File: config.mk
export PLATFORM = sky130hd
export DESIGN_NAME = sab_ctrl
export DESIGN_NICKNAME = d
export VERILOG_FILES = /design/src/rtl/sab_pkg.sv /design/src/rtl/sab_ctrl.sv
export SDC_FILE = /design/constraint.sdc
export NUM_CORES = 1
export LEC_CHECK = 0
export BUFFER_PORTS_ARGS = -buffer_cell sky130_fd_sc_hd__buf_2
export CORE_AREA = 2 2 39 41
export DETAILED_ROUTE_END_ITERATION = 10
export DIE_AREA = 0 0 41 43
export PLACE_DENSITY = 0.8
export SLEW_MARGIN = 0
export SYNTH_ARGS = -nofsm -noshare
export SYNTH_HDL_FRONTEND = slang
export SYNTH_SLANG_ARGS = --single-unit
export TNS_END_PERCENT = 10
File: constraint.sdc
create_clock -name clk -period 2.5 [get_ports clk]
set_clock_uncertainty 0.1 [all_clocks]
set_input_delay 0 -clock clk [delete_from_list [all_inputs] [get_ports clk]]
set_output_delay 0 -clock clk [all_outputs]
set_load 0.005 [all_outputs]
File: src/rtl/sab_pkg.sv
// Shared command and status types for the suffix automaton builder.
`timescale 1ns / 1ps
package sab_pkg;

  // Commands from the sequencer to the datapath, one flag per action.
  typedef struct packed {
    logic init_root;
    logic start;
    logic out_bad;
    logic out_ovf;
    logic out_done;
    logic step_link;
    logic wr_entry_t;
    logic wr_entry_nq;
    logic take_q;
    logic alloc_t;
    logic new_t;
    logic set_lk_q;
    logic lk_root;
    logic alloc_nq;
    logic clone_row;
    logic clone_fix;
  } sab_cmd_t;

  // Status from the datapath back to the sequencer.
  typedef struct packed {
    logic sym_bad;
    logic entry_zero;
    logic entry_eq_q;
    logic link_zero;
    logic len_match;
    logic full1;
    logic full2;
    logic out_valid;
  } sab_status_t;

endpackage

File: src/rtl/sab_ctrl.sv
// Sequencer for the suffix automaton builder: walks, clone and result steps.
`timescale 1ns / 1ps
module sab_ctrl (
  input  logic                 clk,
  input  logic                 rst_n,
  input  logic                 in_tvalid,
  output logic                 in_tready,
  input  logic                 out_tready,
  input  sab_pkg::sab_status_t st,
  output sab_pkg::sab_cmd_t    cmd
);
  import sab_pkg::*;

  localparam logic [3:0] S_INIT = 4'd0;
  localparam logic [3:0] S_IDLE = 4'd1;
  localparam logic [3:0] S_CK   = 4'd2;
  localparam logic [3:0] S_CKQ  = 4'd3;
  localparam logic [3:0] S_NEW  = 4'd4;
  localparam logic [3:0] S_W2   = 4'd5;
  localparam logic [3:0] S_CQ2  = 4'd6;
  localparam logic [3:0] S_CL   = 4'd7;
  localparam logic [3:0] S_CL2  = 4'd8;
  localparam logic [3:0] S_W3   = 4'd9;
  localparam logic [3:0] S_FIN  = 4'd10;

  logic [3:0] state_r, state_nxt;

  assign in_tready = (state_r == S_IDLE) && (!st.out_valid || out_tready);

  always_comb begin
    state_nxt = state_r;
    cmd       = '0;
    case (state_r)
      S_INIT: begin
        cmd.init_root = 1'b1;
        state_nxt     = S_IDLE;
      end
      S_IDLE: begin
        if (in_tvalid && in_tready) begin
          if (st.sym_bad) begin
            cmd.out_bad = 1'b1;
          end else begin
            cmd.start = 1'b1;
            state_nxt = S_CK;
          end
        end
      end
      S_CK: begin
        if (st.entry_zero) begin
          if (st.link_zero) begin
            if (st.full1) begin
              cmd.out_ovf = 1'b1;
              state_nxt   = S_IDLE;
            end else begin
              cmd.alloc_t = 1'b1;
              state_nxt   = S_NEW;
            end
          end else begin
            cmd.step_link = 1'b1;
          end
        end else begin
          cmd.take_q = 1'b1;
          state_nxt  = S_CKQ;
        end
      end
      S_CKQ: begin
        if (st.len_match ? st.full1 : st.full2) begin
          cmd.out_ovf = 1'b1;
          state_nxt   = S_IDLE;
        end else begin
          cmd.alloc_t = 1'b1;
          state_nxt   = S_NEW;
        end
      end
      S_NEW: begin
        cmd.new_t = 1'b1;
        state_nxt = S_W2;
      end
      S_W2: begin
        if (st.entry_zero) begin
          cmd.wr_entry_t = 1'b1;
          cmd.step_link  = 1'b1;
          if (st.link_zero) begin
            cmd.lk_root = 1'b1;
            state_nxt   = S_FIN;
          end
        end else begin
          cmd.take_q = 1'b1;
          state_nxt  = S_CQ2;
        end
      end
      S_CQ2: begin
        if (st.len_match) begin
          cmd.set_lk_q = 1'b1;
          state_nxt    = S_FIN;
        end else begin
          cmd.alloc_nq = 1'b1;
          state_nxt    = S_CL;
        end
      end
      S_CL: begin
        cmd.clone_row = 1'b1;
        state_nxt     = S_CL2;
      end
      S_CL2: begin
        cmd.clone_fix = 1'b1;
        state_nxt     = S_W3;
      end
      S_W3: begin
        if (st.entry_eq_q) begin
          cmd.wr_entry_nq = 1'b1;
          cmd.step_link   = 1'b1;
          if (st.link_zero) begin
            state_nxt = S_FIN;
          end
        end else begin
          state_nxt = S_FIN;
        end
      end
      S_FIN: begin
        cmd.out_done = 1'b1;
        state_nxt    = S_IDLE;
      end
      default: begin
        state_nxt = S_IDLE;
      end
    endcase
  end

  always_ff @(posedge clk) begin
    if (!rst_n) begin
      state_r <= S_INIT;
    end else begin
      state_r <= state_nxt;
    end
  end

endmodule

==> results.ini, run 1 <==
[route]
drt-total-wl_um = 1570
vias = 761
dr.pass1.iters = 4
wl_per_cell_um = 12.3
drt_iter0_drc = 21
postRouteAntennaNets = 0
drc_errors = 0
vias_per_cell = 5.95

[cells_and_area]
largestRegisters = state_r: 4 flops
area_growth_pct = 23.3
drive_gt1_share_pct = 37.5
layout.cells.non_filler = 128
final_nets = 126
regMostFlops = state_r
diodes = 0
largest_reg_flops = 4

[floorplan]
dieArea_mm2 = 0.00176
die_w_um = 41
core_mm2 = 0.00138
start_util_pct = 44.7
rows = 14
die_h_um = 43
ios = 29

[worst_setup_path]
ff2ff_setup_slack_ps = 850
required_ps = 2400
cp.arrival_ps = 1630
r2r_start = state_r[3]
crit_fanout = 19
rr_endpoint = state_r[2]
worstSetupEndpoint = cmd[13]
worstSetupStartpointType = flip-flop
worstSetupStartpoint = state_r[3]
crit_path_end_kind = output port
rr_worst_depth = 3
worst-setup-path-type = flip-flop to output port

[yosys]
synth_cell_type_count = 38
ys_ff_latch = 4
yosysTopAreaCell = dfxtp_1
synthTopCellsByArea = dfxtp_1 (13%), nor2_1 (6.1%), nor2b_1 (6.1%)
synth_ff_type = dfxtp_1
syn_inst = 87
syn-cell-area_um2 = 618
synthArstFlopShare_pct = 0
syn-num-nets = 99
synth.avg_cell_area_um2 = 7.10
synth_top_area_share_pct = 13.0
ys_warn_count = 0
synth_edf_count = 0
seq_area_frac_synth_pct = 13.0

[placed_design]
port_buffers = 28
hpwl_um = 1200
placed_cells = 124
pre_cts_slack_ps = 879
place.gp.congestion = 0.887

[global_routing]
grt_max_degree = 20
grt_usage_pct = 20.1
grt_pass1_vias = 556
grt_pass1_wl_um = 2490
antenna_found_initial = 0
grt_overflow = 0

[clocking]
root_buffer = clkbuf_4
clock_path_buffers = 2
cts.sinks = 4
cts_tree = done
insertion_delay_ps = 240
post_cts_resized = 0
cts.htree.levels = 1
cts_inserted_buffers = 3
cts.clk_slew.worst_paths_ps = 40
post_cts_buffers = 0

[timing]
fin_crit_sh_pct = 69.4
finalSetupViolations = 0
worst_pin_slew_ps = 565
fin_ws_ps = 765
finalSetupTns_ps = 0
fin_hold_ws_ps = 10.0
finalCriticalPeriod_ps = 1730
slew_headroom_pct = 62.3
hold_violations = 0
fmax_mhz = 576
slew_viol_final = 0
rsz0062_at_grt = false

[pwr]
ir_worst_vdd_uv = 451
powerDensity_mw_per_mm2 = 946
cellLeakagePower_uw = 0.000353
totalPowerFinal_uw = 721

[worst_hold_path]
min_path_type = primary input to flip-flop

[status]
status = completed

[run]
maxCapViolations = 0

-- cell usage after synthesis, types with 2 or more instances --
library cell / instances
nor2_1: 10
buf_4: 2
nand3b_1: 2
a31oi_1: 3
or2b_2: 2
o21ai_0: 3
nand2_1: 6
a21oi_1: 4
nor2b_1: 6
dfxtp_1: 4
inv_1: 2
clkbuf_1: 3
and2b_2: 2
nand4b_1: 2
or3_1: 2
a22oi_1: 3
nand2b_1: 4
nor3_1: 7
-- worst max-delay path: stages (launching register included) --
cell	delay (ps)
dfxtp_1	670
nand2b_1	330
nor3_2	90
and3_1	180
buf_2	120
-- what timing repair did --
action	CTS	global route
hold buffers	1	0
endpoints found under the setup margin	0	0
hold endpoints to repair	4	0
-- metrics by stage --
step	util [%]	area (µm²)
floorplan	-	618
global placement	52.7	729
detailed placement	52.7	729
CTS	55.1	762
global route	55.1	762
finish	55.1	762
-- cell type report --
class | instances | area, µm²
Inverter | 2 | 7.51
Fill cell | 146 | 622
Sequential cell | 4 | 80.1
Tap cell | 16 | 20.0
Multi-Input combinational cell | 73 | 474
Timing Repair Buffer | 30 | 158
Clock buffer | 3 | 22.5
-- placed cells by master (no fill, tap or decap), drive strengths merged --
cell type,synthesis,layout
a31oi,3,3
a22oi,3,3
a221oi,1,1
dlygate4sd3,0,1
or2b,2,2
nor2,10,10
buf,3,29
nor3,8,8
or2,1,1
clkbuf,5,3
nand3,1,1
o21ai,3,3
nor4,1,1
and2b,2,2
and4,1,1
a221o,1,1
o311a,1,1
a211oi,1,1
nor2b,6,6
nand2b,5,5
o31a,1,1
or3,2,2
mux2i,1,1
dfxtp,4,4
o21bai,1,1
and3,1,1
o311ai,1,1
nand2,6,6
a21oi,4,4
a2111oi,1,1
o32ai,1,1
inv,2,2
nand3b,2,2
nand4b,2,2
-- power by group --
part | switching, µW | leakage [µW] | total, µW | internal [µW]
clock network | 30.5 | 0.0000138 | 84.5 | 54.0
logic | 238 | 0.000306 | 462 | 224
registers | 84.5 | 0.0000330 | 175 | 90.0
-- kinds of logic after synthesis --
group	share of synthesized area [%]
multiplexers	1.62
AND/OR/NAND/NOR	47.8
buffers and inverters	10.3
AO/OA/AOI/OAI	27.3
flip-flops	13.0
-- routing by layer --
layer  global-route usage [%]  share of wire (%)  vias to the layer above
met3                     8.38                7.9                        4
met1                     29.2                 42                      343
met2                     28.1                 49                       40
li1                         -                  -                      374
met4                     2.00                1.3                        0
met5                        0                  0                        -
-- how the worst min path moves through the flow --
stage	from	end	slack, ps	cells after the start
floorplan	st[7]	cmd[14]	-70	1
global placement	st[7]	cmd[14]	140	3
detailed placement	st[7]	cmd[14]	140	3
CTS	st[5]	state_r[3]	7	4
global route	st[5]	state_r[3]	30	4
finish	st[5]	state_r[3]	10	4
(Power assumes the default switching activity.)
==> run 2, diff against run 1 <==
- ABC_AREA: unset -> 1
- CORE_AREA: 2 2 39 41 -> unset
- CORE_MARGIN: unset -> 1
- CORE_UTILIZATION: unset -> 44
- DIE_AREA: 0 0 41 43 -> unset
- PLACE_DENSITY: 0.8 -> 0.77
- clock period: 2.5 -> 1.6 ns (I/O delays scaled with it)
==> run 2 against run 1 <==
  * Worst hold slack better by 73 ps
  * Worst setup slack lost 640 ps
  * Clock power grew 43%
  * Cell count increased by 22%
  * Flip-flop and latch count stayed put
  * Via count shrank 1.8%
  * Critical endpoint is now state_r[0]
  * Largest power group unchanged
==> results.ini, run 2 <==
[status]
status = completed

[yosys]
ys_warn_count = 0  ; unchanged
syn-num-nets = 122  ; +23%
synthTopCellsByArea = nand2_1 (21%), dfxtp_1 (14%), nor2_1 (14%)
synth_top_area_share_pct = 20.7  ; +7.8 points
ys_ff_latch = 4  ; unchanged
syn-cell-area_um2 = 579  ; -6.3%
syn_inst = 110  ; +26%
synth_edf_count = 0  ; unchanged
yosysMostFrequentCell = nand2_1
synth_ff_type = dfxtp_1
synth.avg_cell_area_um2 = 5.27  ; -26%
synth_commonest_cells = nand2_1 (32), nor2_1 (21), inv_1 (18)
yosysTopAreaCell = nand2_1
seq_area_frac_synth_pct = 13.8  ; +0.87 points
synthArstFlopShare_pct = 0  ; unchanged
synth_cell_type_count = 18  ; -53%

[worst_setup_path]
required_ps = 1620  ; -780 ps
crit_path_cell_trace = inv_2 > nand2_2 > nor2_1 > nand2_1 > nand2_1 > nor2_1 > nand3_1 > nor2_1 > nor2_1
worst-setup-path-type = flip-flop to flip-flop
max_stage_delay_ps = 470  ; -200 ps
crit_slowest_cell = dfxtp_1
crit_path_end_kind = flip-flop
crit_fanout = 5  ; -14
cp.arrival_ps = 1490  ; -140 ps
critPathMostFrequentCell = nor2_1
worstSetupStartpointType = flip-flop

[clocking]
cts.sinks = 4  ; unchanged
clock_path_buffers = 2  ; unchanged
root_buffer = clkbuf_4
cts.htree.levels = 1  ; unchanged
post_cts_buffers = 0  ; unchanged
cts.clk_slew.worst_paths_ps = 40  ; about the same
insertion_delay_ps = 230  ; about the same
cts_inserted_buffers = 3  ; unchanged
cts_tree = done

[route]
drc_errors = 0  ; unchanged
dr.pass1.iters = 4  ; unchanged
drt-total-wl_um = 1550  ; -1.3%
wl_per_cell_um = 9.94  ; -19%
vias_per_cell = 4.79  ; -19%
drt_iter0_drc = 10  ; -52%
vias = 747  ; -1.8%
postRouteAntennaNets = 0  ; unchanged

[floorplan]
core_mm2 = 0.00117  ; -15%
die_h_um = 38.3  ; -11%
die_w_um = 38.3  ; -6.6%
ios = 29  ; unchanged
start_util_pct = 49.5  ; +4.8 points
rows = 12  ; -2
dieArea_mm2 = 0.00147  ; -17%

[timing]
finalCriticalPeriod_ps = 1470
rsz0062_at_grt = false
finalSetupViolations = 0  ; unchanged
finalSetupTns_ps = 0  ; unchanged
fin_ws_ps = 130  ; -635 ps
hold_violations = 0  ; unchanged
slew_headroom_pct = 79.7  ; +17 points
fin_crit_sh_pct = 91.9
worst_pin_slew_ps = 303  ; -262 ps
fmax_mhz = 680
slew_viol_final = 0  ; unchanged
fin_hold_ws_ps = 82.8  ; +72.8 ps

[placed_design]
placed_cells = 152  ; +23%
hpwl_um = 1300  ; +9.0%
pre_cts_slack_ps = 172  ; -707 ps
port_buffers = 28  ; unchanged
place.gp.congestion = 0.886  ; -0.12%

[cells_and_area]
final_nets = 156  ; +24%
final_cell_mix = nand2_1 (32), buf_2 (28), nor2_1 (21)
drive_gt1_share_pct = 39.4  ; +1.9 points
diodes = 0  ; unchanged
layout.cells.non_filler = 156  ; +22%
largest_reg_flops = 4  ; unchanged
largestRegisters = state_r: 4 flops
regMostFlops = state_r
final_util_pct = 65.9  ; +11 points
layout_commonest_cell = nand2_1
area_growth_pct = 33.3

[global_routing]
grt_pass1_vias = 566  ; +1.8%
grt_pass1_wl_um = 2360  ; -5.3%
grt_usage_pct = 23.0  ; +2.9 points
grt_max_degree = 8  ; -60%
grt_overflow = 0  ; unchanged
antenna_found_initial = 0  ; unchanged

[run]
maxCapViolations = 0  ; unchanged

[worst_hold_path]
min_path_type = primary input to flip-flop

[pwr]
cellLeakagePower_uw = 0.000528  ; +50%
ir_worst_vdd_uv = 927  ; +110%
powerDensity_mw_per_mm2 = 935  ; -1.1%

-- run 2: changes by cell type in the layout (fill, tap and decap cells not counted), moves of 4 or more --
| cell | before | now |
|---|---|---|
| a21oi_1 | 4 | 0 |
| inv_1 | 2 | 18 |
| inv_2 | 0 | 4 |
| nand2_1 | 6 | 32 |
| nand2b_1 | 4 | 0 |
| nand3_1 | 1 | 6 |
| nor2_1 | 10 | 21 |
| nor2_2 | 0 | 6 |
| nor2b_1 | 6 | 0 |
| nor3_1 | 7 | 1 |
-- run 2: repair_timing --
item | 4_1_cts | 5_1_grt
resized for setup | 0 | 2
endpoints found under the hold margin | 4 | 0
hold buffers | 1 | 0
setup endpoints to repair | 0 | 4
-- run 2: layout make-up --
class                           count  area, µm²
Clock buffer                        3       22.5
Fill cell                         121        399
Inverter                           22       82.6
Multi-Input combinational cell     84        417
Sequential cell                     4       82.6
Tap cell                           14       17.5
Timing Repair Buffer               29        150
-- run 2: where the power goes --
part	switching (µW)	total, µW	internal, µW
clock	37.1	121	83.6
combinational	262	425	163
sequential	49.4	176	127
total	348	722	374
-- run 2: worst max-delay path: cells and delay by family (launching register included) --
kind,cells,cell delay [ps]
buffers and inverters,1,120
and+or+nand+nor,8,660
DFF,1,470
-- run 2: path summary, 6_finish.rpt --
kind	start	endpoint	slack, ps	depth (start not counted)
max	state_r[2]	state_r[0]	130	9
min	st[4]	state_r[1]	80	4
min reg2reg	state_r[1]	state_r[3]	650	4
max reg2reg	state_r[2]	state_r[0]	130	9
-- run 2: layer usage --
metal	GRT usage (%)	part of all wire, %	vias up	routed length (µm)
met5	0	0	-	0
met3	6.98	5.7	0	89
li1	-	-	395	-
met4	0	0	0	0
met2	39.4	46	31	719
met1	29.8	48	321	741
-- run 2: through the flow --
step	total power [µW]	instance area, µm²
after CTS	719	769
after global placement	583	737
final	722	772
after floorplan	470	579
after detailed placement	591	737
after global routing	786	772
-- run 2: cells by family after synthesis --
group | Yosys count | share of synthesized area [%]
buffers and inverters | 22 | 14.3
DFF | 4 | 13.8
and+or+nand+nor | 78 | 65.0
AOI/OAI and AO/OA | 6 | 6.91
